===== config.mk =====
export PLATFORM = sky130hd
export DESIGN_NAME = diff_drive_odometry_step
export DESIGN_NICKNAME = d
export VERILOG_FILES = /design/src/rtl/dd_odo_pkg.sv /design/src/rtl/diff_drive_odometry_step.sv
export SDC_FILE = /design/constraint.sdc
export NUM_CORES = 2
export LEC_CHECK = 0
export BUFFER_PORTS_ARGS = -buffer_cell sky130_fd_sc_hd__buf_2
export CORE_MARGIN = 2
export CORE_UTILIZATION = 35
export DETAILED_ROUTE_END_ITERATION = 16
export PLACE_DENSITY_LB_ADDON = 0.12
export SYNTH_ARGS = -nofsm -noshare
export SYNTH_HDL_FRONTEND = slang
export SYNTH_SLANG_ARGS = --single-unit
export TNS_END_PERCENT = 5

===== constraint.sdc =====
create_clock -name clk -period 8.65 [get_ports clk]
set_clock_uncertainty 0.05 [all_clocks]
set_input_delay 2.1625 -clock clk [delete_from_list [all_inputs] [get_ports clk]]
set_output_delay 2.1625 -clock clk [all_outputs]
set_load 0.01 [all_outputs]

===== src/rtl/dd_odo_pkg.sv =====
// Shared constants, codes and the quarter-wave sine table of the odometry step.
package dd_odo_pkg;

  // Operation codes carried in s_tuser
  localparam logic FUNC_UPDATE = 1'b0;
  localparam logic FUNC_CLEAR  = 1'b1;

  // Field widths
  localparam int COUNT_W = 32;
  localparam int HEAD_W  = 16;
  localparam int SCALE_W = 24;
  localparam int MM_W    = 32;
  localparam int TDATA_W = 2 * COUNT_W + HEAD_W;

  // (dl + dr) * scale, and its clamp to +-(2^55 - 1)
  localparam int PROD_W = COUNT_W + 1 + SCALE_W;
  localparam int PSAT_W = 56;
  localparam logic signed [PROD_W-1:0] PROD_MAX = (PROD_W'(1) <<< (PSAT_W - 1)) - PROD_W'(1);
  localparam logic signed [PROD_W-1:0] PROD_MIN = -PROD_MAX;

  // Heading reduction: offset keeps the value positive with the same residue mod 360
  localparam int               HRED_W      = 17;
  localparam logic [HRED_W-1:0] HEAD_OFFSET = HRED_W'(36000);
  localparam int               RED_STEPS   = 8;
  localparam logic [HRED_W-1:0] RED_DIV0    = HRED_W'(360) << (RED_STEPS - 1);

  localparam int             DEG_W   = 9;
  localparam logic [DEG_W-1:0] DEG_90  = DEG_W'(90);
  localparam logic [DEG_W-1:0] DEG_180 = DEG_W'(180);
  localparam logic [DEG_W-1:0] DEG_270 = DEG_W'(270);
  localparam logic [DEG_W-1:0] DEG_360 = DEG_W'(360);

  localparam int IDX_W = 7;
  localparam int SIN_W = 16;

  // round(32768 * sin(k deg)), k = 0..90
  localparam logic [SIN_W-1:0] SIN_Q15 [91] = '{
    16'd0,     16'd572,   16'd1144,  16'd1715,  16'd2286,  16'd2856,  16'd3425,
    16'd3993,  16'd4560,  16'd5126,  16'd5690,  16'd6252,  16'd6813,  16'd7371,
    16'd7927,  16'd8481,  16'd9032,  16'd9580,  16'd10126, 16'd10668, 16'd11207,
    16'd11743, 16'd12275, 16'd12803, 16'd13328, 16'd13848, 16'd14365, 16'd14876,
    16'd15384, 16'd15886, 16'd16384, 16'd16877, 16'd17364, 16'd17847, 16'd18324,
    16'd18795, 16'd19261, 16'd19720, 16'd20174, 16'd20622, 16'd21063, 16'd21498,
    16'd21926, 16'd22348, 16'd22763, 16'd23170, 16'd23571, 16'd23965, 16'd24351,
    16'd24730, 16'd25102, 16'd25466, 16'd25822, 16'd26170, 16'd26510, 16'd26842,
    16'd27166, 16'd27482, 16'd27789, 16'd28088, 16'd28378, 16'd28660, 16'd28932,
    16'd29197, 16'd29452, 16'd29698, 16'd29935, 16'd30163, 16'd30382, 16'd30592,
    16'd30792, 16'd30983, 16'd31164, 16'd31336, 16'd31499, 16'd31651, 16'd31795,
    16'd31928, 16'd32052, 16'd32166, 16'd32270, 16'd32365, 16'd32449, 16'd32524,
    16'd32588, 16'd32643, 16'd32688, 16'd32723, 16'd32748, 16'd32763, 16'd32768
  };

  function automatic logic [SIN_W-1:0] sin_q15(input logic [IDX_W-1:0] idx);
    logic [SIN_W-1:0] v;
    v = '0;
    if (idx <= IDX_W'(90)) begin
      v = SIN_Q15[idx];
    end
    return v;
  endfunction

endpackage


===== src/rtl/diff_drive_odometry_step.sv =====
// Differential-drive dead-reckoning odometry: one pose update per encoder/gyro sample.
//
//  channel | dir | handshake                  | payload
//  --------+-----+----------------------------+-------------------------------------------
//  cfg     | in  | cfg_valid / cfg_ready      | cfg_data: mm_per_tick_q16 (Q8.16, unsigned)
//  s       | in  | s_tvalid / s_tready        | s_tdata: left, right count, heading; s_tuser: func
//  m       | out | m_tvalid / m_tready        | m_tdata: pos_x_mm, pos_y_mm, heading_out
//
//  Update sample: one shared shift-add multiplier, retiring one multiplier bit per cycle,
//  runs three passes: distance, distance*sin, distance*cos. A clear skips the passes.
//  Input is accepted only in the idle state, so one sample is processed at a time.
//  Reset (rst, synchronous) zeroes the pose, previous counts, heading and scale.
//  A finished result sits in the m register; the next sample is taken while it waits,
//  and only the final load stalls on m_tready.
module diff_drive_odometry_step #(
  parameter int POS_FRAC_BITS  = 16,
  parameter int TRIG_FRAC_BITS = 15
) (
  input  logic        clk,
  input  logic        rst,
  // configuration write
  input  logic        cfg_valid,
  output logic        cfg_ready,
  input  logic [23:0] cfg_data,   // mm_per_tick_q16
  // sample in
  input  logic        s_tvalid,
  output logic        s_tready,
  input  logic [79:0] s_tdata,    // [31:0] left_count, [63:32] right_count, [79:64] heading_deg
  input  logic [0:0]  s_tuser,    // [0] func
  // pose out
  output logic        m_tvalid,
  input  logic        m_tready,
  output logic [79:0] m_tdata     // [31:0] pos_x_mm, [63:32] pos_y_mm, [79:64] heading_out
);

  // Pose accumulator, Q32.POS_FRAC_BITS
  localparam int AW    = 32 + POS_FRAC_BITS;
  // Distance alignment from the doubled Q16 product
  localparam int DSH_L = (POS_FRAC_BITS >= 17) ? (POS_FRAC_BITS - 17) : 0;
  localparam int DSH_R = (POS_FRAC_BITS < 17) ? (17 - POS_FRAC_BITS) : 0;
  localparam int DWIDE = dd_odo_pkg::PSAT_W + DSH_L;
  localparam int DW    = DWIDE - DSH_R;
  // Multiplier: signed multiplicand MW, unsigned multiplier NW bits
  localparam int TW    = TRIG_FRAC_BITS + 1;
  localparam int MW    = DW + 1;
  localparam int NW    = (TW > dd_odo_pkg::SCALE_W) ? TW : dd_odo_pkg::SCALE_W;
  localparam int HW    = MW + 1;
  localparam int RW    = HW + NW;
  localparam int CW    = $clog2(NW);
  // Increment and saturating add
  localparam int IW    = DW + 1;
  localparam int SW    = DW + 2;
  // Trig table rescale
  localparam int TSH_L = (TRIG_FRAC_BITS >= 15) ? (TRIG_FRAC_BITS - 15) : 0;
  localparam int TSH_R = (TRIG_FRAC_BITS < 15) ? (15 - TRIG_FRAC_BITS) : 0;
  localparam int EW    = dd_odo_pkg::SIN_W + TSH_L + 1;
  localparam int RND   = (1 << TSH_R) >> 1;

  localparam logic signed [SW-1:0] ACC_MAX = {{(SW - AW + 1){1'b0}}, {(AW - 1){1'b1}}};
  localparam logic signed [SW-1:0] ACC_MIN = {{(SW - AW + 1){1'b1}}, {(AW - 1){1'b0}}};

  typedef enum logic [9:0] {
    ST_IDLE = 10'b0000000001,
    ST_SUM  = 10'b0000000010,
    ST_MULD = 10'b0000000100,
    ST_DIST = 10'b0000001000,
    ST_LDS  = 10'b0000010000,
    ST_MULS = 10'b0000100000,
    ST_ACCX = 10'b0001000000,
    ST_MULC = 10'b0010000000,
    ST_ACCY = 10'b0100000000,
    ST_FIN  = 10'b1000000000
  } odo_state_t;

  odo_state_t state, state_next;

  // Architectural state
  logic [dd_odo_pkg::SCALE_W-1:0] scale;
  logic [dd_odo_pkg::COUNT_W-1:0] prev_left, prev_right;
  logic signed [AW-1:0]           acc_x, acc_y;
  logic [dd_odo_pkg::HEAD_W-1:0]  held_heading;

  // Working registers
  logic signed [dd_odo_pkg::COUNT_W-1:0] dl, dr;
  logic signed [MW-1:0]                  mreg;
  logic [RW-1:0]                         pp;
  logic [CW-1:0]                         cnt;
  logic [dd_odo_pkg::HRED_W-1:0]         red, red_div;
  logic signed [DW-1:0]                  travel;
  logic [TW-1:0]                         s_mag, c_mag;
  logic                                  s_neg, c_neg;

  // Datapath
  logic signed [dd_odo_pkg::COUNT_W:0]  sum;
  logic signed [HW-1:0]                 hi_cur, addend_m, hi_sum;
  logic [RW-1:0]                        pp_step;
  logic                                 mul_last;
  logic signed [dd_odo_pkg::PROD_W-1:0] prod_raw;
  logic signed [dd_odo_pkg::PSAT_W-1:0] prod_sat;
  logic signed [DWIDE-1:0]              dwide;
  logic signed [DW-1:0]                 travel_next;
  logic [dd_odo_pkg::DEG_W-1:0]         deg, s_idx9, c_idx9;
  logic                                 s_neg_next, c_neg_next;
  logic signed [RW-1:0]                 pp_shr;
  logic signed [IW-1:0]                 inc;
  logic signed [SW-1:0]                 acc_add, acc_sum;
  logic signed [AW-1:0]                 acc_sel, acc_new;
  logic [dd_odo_pkg::MM_W-1:0]          x_mm, y_mm;
  logic                                 out_free;

  function automatic logic [TW-1:0] trig_scale(input logic [dd_odo_pkg::SIN_W-1:0] e);
    logic [EW-1:0] w;
    w = ((EW'(e) << TSH_L) + EW'(RND)) >> TSH_R;
    return TW'(w);
  endfunction

  assign cfg_ready = 1'b1;
  assign s_tready  = (state == ST_IDLE);
  assign out_free  = !m_tvalid || m_tready;

  // Shift-add step: add multiplicand on the current multiplier bit, shift one right
  always_comb begin
    sum      = (dd_odo_pkg::COUNT_W + 1)'(dl) + (dd_odo_pkg::COUNT_W + 1)'(dr);
    hi_cur   = $signed(pp[RW-1:NW]);
    addend_m = pp[0] ? HW'(mreg) : HW'(0);
    hi_sum   = hi_cur + addend_m;
    pp_step  = {hi_sum[HW-1], hi_sum, pp[NW-1:1]};
    mul_last = (cnt == CW'(NW - 1));
  end

  // Distance: clamp the doubled product, then align to the pose fraction (floor)
  always_comb begin
    prod_raw = $signed(pp[dd_odo_pkg::PROD_W-1:0]);
    if (prod_raw > dd_odo_pkg::PROD_MAX) begin
      prod_sat = dd_odo_pkg::PSAT_W'(dd_odo_pkg::PROD_MAX);
    end else if (prod_raw < dd_odo_pkg::PROD_MIN) begin
      prod_sat = dd_odo_pkg::PSAT_W'(dd_odo_pkg::PROD_MIN);
    end else begin
      prod_sat = dd_odo_pkg::PSAT_W'(prod_raw);
    end
    dwide       = DWIDE'(prod_sat) <<< DSH_L;
    travel_next = DW'(dwide >>> DSH_R);
  end

  // Quadrant folding of the reduced heading
  always_comb begin
    deg = red[dd_odo_pkg::DEG_W-1:0];
    if (deg < dd_odo_pkg::DEG_90) begin
      s_idx9 = deg;                       c_idx9 = dd_odo_pkg::DEG_90 - deg;
      s_neg_next = 1'b0;                  c_neg_next = 1'b0;
    end else if (deg < dd_odo_pkg::DEG_180) begin
      s_idx9 = dd_odo_pkg::DEG_180 - deg; c_idx9 = deg - dd_odo_pkg::DEG_90;
      s_neg_next = 1'b0;                  c_neg_next = 1'b1;
    end else if (deg < dd_odo_pkg::DEG_270) begin
      s_idx9 = deg - dd_odo_pkg::DEG_180; c_idx9 = dd_odo_pkg::DEG_270 - deg;
      s_neg_next = 1'b1;                  c_neg_next = 1'b1;
    end else begin
      s_idx9 = dd_odo_pkg::DEG_360 - deg; c_idx9 = deg - dd_odo_pkg::DEG_270;
      s_neg_next = 1'b1;                  c_neg_next = 1'b0;
    end
  end

  // Pose step: floor(travel*trig / 2^TRIG_FRAC_BITS), x subtracts, y adds, then saturate
  always_comb begin
    pp_shr  = $signed(pp) >>> TRIG_FRAC_BITS;
    inc     = pp_shr[IW-1:0];
    acc_add = (state == ST_ACCX) ? -SW'(inc) : SW'(inc);
    acc_sel = (state == ST_ACCX) ? acc_x : acc_y;
    acc_sum = SW'(acc_sel) + acc_add;
    if (acc_sum > ACC_MAX) begin
      acc_new = AW'(ACC_MAX);
    end else if (acc_sum < ACC_MIN) begin
      acc_new = AW'(ACC_MIN);
    end else begin
      acc_new = AW'(acc_sum);
    end
  end

  // Whole mm, truncated toward zero
  always_comb begin
    x_mm = acc_x[AW-1:POS_FRAC_BITS]
         + dd_odo_pkg::MM_W'(acc_x[AW-1] && (|acc_x[POS_FRAC_BITS-1:0]));
    y_mm = acc_y[AW-1:POS_FRAC_BITS]
         + dd_odo_pkg::MM_W'(acc_y[AW-1] && (|acc_y[POS_FRAC_BITS-1:0]));
  end

  always_comb begin
    state_next = state;
    unique case (state)
      ST_IDLE: begin
        if (s_tvalid) begin
          state_next = (s_tuser[0] == dd_odo_pkg::FUNC_CLEAR) ? ST_FIN : ST_SUM;
        end
      end
      ST_SUM:  state_next = ST_MULD;
      ST_MULD: if (mul_last) state_next = ST_DIST;
      ST_DIST: state_next = ST_LDS;
      ST_LDS:  state_next = ST_MULS;
      ST_MULS: if (mul_last) state_next = ST_ACCX;
      ST_ACCX: state_next = ST_MULC;
      ST_MULC: if (mul_last) state_next = ST_ACCY;
      ST_ACCY: state_next = ST_FIN;
      ST_FIN:  if (out_free) state_next = ST_IDLE;
      default: state_next = ST_IDLE;
    endcase
  end

  // Control and architectural state
  always_ff @(posedge clk) begin
    if (rst) begin
      state        <= ST_IDLE;
      m_tvalid     <= 1'b0;
      scale        <= '0;
      prev_left    <= '0;
      prev_right   <= '0;
      acc_x        <= '0;
      acc_y        <= '0;
      held_heading <= '0;
    end else begin
      state <= state_next;
      if (cfg_valid) begin
        scale <= cfg_data;
      end
      if (state == ST_IDLE && s_tvalid) begin
        if (s_tuser[0] == dd_odo_pkg::FUNC_CLEAR) begin
          acc_x        <= '0;
          acc_y        <= '0;
          held_heading <= '0;
        end else begin
          prev_left    <= s_tdata[31:0];
          prev_right   <= s_tdata[63:32];
          held_heading <= s_tdata[79:64];
        end
      end
      if (state == ST_ACCX) acc_x <= acc_new;
      if (state == ST_ACCY) acc_y <= acc_new;
      if (state == ST_FIN && out_free) begin
        m_tvalid <= 1'b1;
      end else if (m_tready) begin
        m_tvalid <= 1'b0;
      end
    end
  end

  // Datapath registers
  always_ff @(posedge clk) begin
    unique case (state)
      ST_IDLE: begin
        dl      <= $signed(s_tdata[31:0] - prev_left);
        dr      <= $signed(s_tdata[63:32] - prev_right);
        red     <= dd_odo_pkg::HRED_W'($signed(s_tdata[79:64])) + dd_odo_pkg::HEAD_OFFSET;
        red_div <= dd_odo_pkg::RED_DIV0;
      end
      ST_SUM: begin
        mreg <= MW'(sum);
        pp   <= {HW'(0), NW'(scale)};
        cnt  <= '0;
      end
      ST_MULD, ST_MULS, ST_MULC: begin
        pp  <= pp_step;
        cnt <= cnt + CW'(1);
        // heading mod 360, one quotient bit per cycle during the first pass
        if (state == ST_MULD && cnt < CW'(dd_odo_pkg::RED_STEPS)) begin
          if (red >= red_div) red <= red - red_div;
          red_div <= red_div >> 1;
        end
      end
      ST_DIST: begin
        travel <= travel_next;
        s_mag  <= trig_scale(dd_odo_pkg::sin_q15(s_idx9[dd_odo_pkg::IDX_W-1:0]));
        c_mag  <= trig_scale(dd_odo_pkg::sin_q15(c_idx9[dd_odo_pkg::IDX_W-1:0]));
        s_neg  <= s_neg_next;
        c_neg  <= c_neg_next;
      end
      ST_LDS: begin
        mreg <= s_neg ? -MW'(travel) : MW'(travel);
        pp   <= {HW'(0), NW'(s_mag)};
        cnt  <= '0;
      end
      ST_ACCX: begin
        mreg <= c_neg ? -MW'(travel) : MW'(travel);
        pp   <= {HW'(0), NW'(c_mag)};
        cnt  <= '0;
      end
      ST_ACCY: begin
        cnt <= '0;
      end
      ST_FIN: begin
        if (out_free) begin
          m_tdata <= {held_heading, y_mm, x_mm};
        end
      end
      default: begin
        cnt <= '0;
      end
    endcase
  end

endmodule


==> flow_metrics.tcl <==
set metrics [dict create \
    worstRegToRegCells 26 \
    cts_tree "yes" \
    cts_resized 0 \
    synth_cells 5008 \
    grt_start_max_net_pins 71 \
    cp_max_fo 25 \
    dp_cells 6608 \
    hold_path_class "flip-flop to flip-flop" \
    synth_edf_count 407 \
    vias 36700 \
    finalSetupViolations 0 \
    root_buffer "clkbuf_16" \
    std_cell_rows 127 \
    drt_iter0_drc 2768 \
    drive_gt1_share_pct 8.85 \
    syn_nets 5385 \
    grt_pass1_vias 34700 \
    status "finished clean" \
    ys_async_sr_fraction_pct 0 \
    io_buffers 191 \
    post_cts_buffers 0 \
    cp-start-kind "flip-flop" \
    slew_headroom_pct 21.2 \
    cts_sinks 618 \
    avgSynthCellArea_um2 8.44 \
    hold_depth 0 \
    setup_ws_ps 1130 \
    cts_hold_buf 0 \
    die_width_um 352 \
    cts_buffers 77 \
    place_ws_ps 1250 \
    antenna_found_initial 3 \
    crit_type "flip-flop to flip-flop" \
    routabilityCongestion 0.885 \
    finalHoldViolCount 0 \
    fin_nets 5452 \
    end_kind "flip-flop" \
    pwr_density_cell_nw_per_um2 222 \
    grt-ovfl-total 0 \
    vdd_ir_drop_max_mv 0.161 \
    clk_pin_slew_worst_paths_ps 60 \
    finalCritPeriodShare_pct 86.9 \
    rr_endpoint "acc_y[21]$_SDFFE_PP0P_" \
    synth_warnings 0 \
    wire_per_inst_um 19.7 \
    final_max_slew_viol_count 0 \
    grt_pass1_wl_um 207000 \
    die_h_um 352 \
    die-area_um2 124000 \
    tns_ps 0 \
    r2r_start "pp[25]$_DFFE_PP_" \
    netlist_area_um2 42300 \
    syn2layout_area_growth_pct 12.2 \
    ios 193 \
    fmax_mhz 133 \
    yosysUniqueCellTypes 94 \
    final_cells 6752 \
    drt_first_pass_iters 6 \
    required_ps 9170 \
    insertion_delay_ps 680 \
    drcViolationCount 0 \
    start_util_pct 35.3 \
    leakagePower_nw 18.6 \
    cp.arrival_ps 8040 \
    routed_wl_um 133000 \
    cap_violations 0 \
    period_minus_slack_ps 7520 \
    seq_area_frac_synth_pct 38.9 \
    worst_slew_pin_slew_ps 1180 \
    rsz0062_at_grt "no" \
    r2r_setup_slack_ps 1130 \
    synth_seq_cells 618 \
    clock_path_buffers 3 \
    core_um2 120000 \
    hpwlAfterDp_um 95900 \
    vias_per_cell 5.43 \
    ys.flop_type "edfxtp_1" \
    htreeDepth 3 \
    min_to "m_tdata[76]$_DFFE_PP_" \
    ant_nets 0 \
    track_usage_pct 21.2 \
    hp-start "held_heading[12]$_SDFFE_PP0P_" \
]
[synth_stat cells, drive strengths merged, types with 55 or more instances]
cell type | instances | area share, %
edfxtp | 407 | 29
nor2 | 477 | 4.2
a21o | 162 | 2.9
inv | 169 | 1.5
clkbuf | 237 | 2.1
dfxtp | 211 | 10
o21ai | 416 | 4.9
xor2 | 121 | 2.5
ha | 261 | 7.7
a21oi | 463 | 5.5
a31oi | 55 | 0.81
and2 | 83 | 1.2
nand2 | 756 | 6.7
xnor2 | 205 | 4.2
nor3 | 100 | 1.2
nand3 | 92 | 1.1
[cell families (layout without fill, tap and decap cells)]
family / Yosys count / in the layout / synth area share (%)
AOI/OAI and AO/OA: 1493 / 1493 / 21.7
muxes: 32 / 32 / 0.799
other: 1 / 2 / 0.00887
DFF: 618 / 618 / 38.9
buffers and inverters: 436 / 567 / 4.03
adders and majority gates: 267 / 267 / 8.01
and+or+nand+nor: 1835 / 1835 / 19.8
xor gates and xnor gates: 326 / 326 / 6.75
[power breakdown]
group          internal [mW]  leakage, nW  switching (mW)
Combinational           1.26         11.8            2.38
Clock                   2.01         1.26            1.36
Sequential              3.43         5.57          0.0906
[sequential cells by signal, indices dropped and copies added, names as in the netlist, 48 cells and up]
| signal | cells |
|---|---|
| m_tdata | 80 |
| pp | 80 |
| mreg | 56 |
| travel | 55 |
| acc_x | 48 |
| acc_y | 48 |
[cells in the final DEF, fill, tap and decap left out, types with 83 or more instances in the layout]
cell	instances
nand2_1	754
nor2_1	474
a21oi_1	463
o21ai_0	413
edfxtp_1	407
ha_1	260
dfxtp_1	211
xnor2_1	199
buf_2	190
inv_1	166
a21o_1	162
xor2_1	119
nor3_1	96
nand3_1	91
and2_1	83
[area by class of cell]
| cell class | count | area (um2) |
|---|---|---|
| fill | 12300 | 72400 |
| multi-input combinational | 3954 | 24300 |
| sequential | 618 | 16400 |
| clock buffer | 96 | 2070 |
| tap | 1612 | 2020 |
| timing repair buffer | 253 | 1440 |
| inverter | 171 | 642 |
| clock inverter | 47 | 528 |
| antenna | 1 | 2.50 |
[worst max-delay path by stage]
stage	start	end	slack, ps
floorplan	pp[25]$_DFFE_PP_	acc_x[17]$_SDFFE_PP0P_	2240
global placement	pp[25]$_DFFE_PP_	acc_y[5]$_SDFFE_PP0P_	1400
detailed placement	pp[25]$_DFFE_PP_	acc_x[23]$_SDFFE_PP0P_	1250
CTS	pp[25]$_DFFE_PP_	acc_y[16]$_SDFFE_PP0P_	1180
global route	pp[25]$_DFFE_PP_	acc_x[10]$_SDFFE_PP0P_	450
finish	pp[25]$_DFFE_PP_	acc_y[21]$_SDFFE_PP0P_	1130
[metrics by stage]
| step | power, mW | hold WS (ps) | utilization [%] | area [um2] |
|---|---|---|---|---|
| 5_1_grt | 11.1 | 386 | 39.6 | 47400 |
| 2_1_floorplan | 6.11 | 359 | - | 42300 |
| 3_3_place_gp | 7.17 | 363 | 37.4 | 44800 |
| 4_1_cts | 10.6 | 368 | 39.6 | 47400 |
| 6_report | 10.5 | 380 | 39.6 | 47400 |
| 3_5_place_dp | 7.15 | 367 | 37.4 | 44800 |
[worst max-delay path, cell delays in order (launching register included)]
cell	delay [ps]
edfxtp_1	550
or4_1	610
or4_1	490
or2_2	320
nor2_1	220
nand2_1	130
nor2_1	200
nand2_1	100
nor4_1	440
and2_1	310
nor2_1	70
xor2_1	200
ha_1	420
a21o_1	210
a21o_1	170
a21oi_1	160
o21ai_0	190
a31oi_1	220
a21oi_1	140
or3b_2	450
a31oi_1	170
nor2_1	80
xnor2_1	330
o31a_2	670
buf_12	250
nor2_1	80
o21ai_0	160
[layer usage]
layer  track usage (%)  vias up  wire length (um)
met3              2.41      166              6180
met5                 0        -                19
met4              6.25        4              3610
met2              33.9     1000             60200
met1              30.0    17300             63100
li1                  -    18200                 -
(Power assumes the default switching activity.)
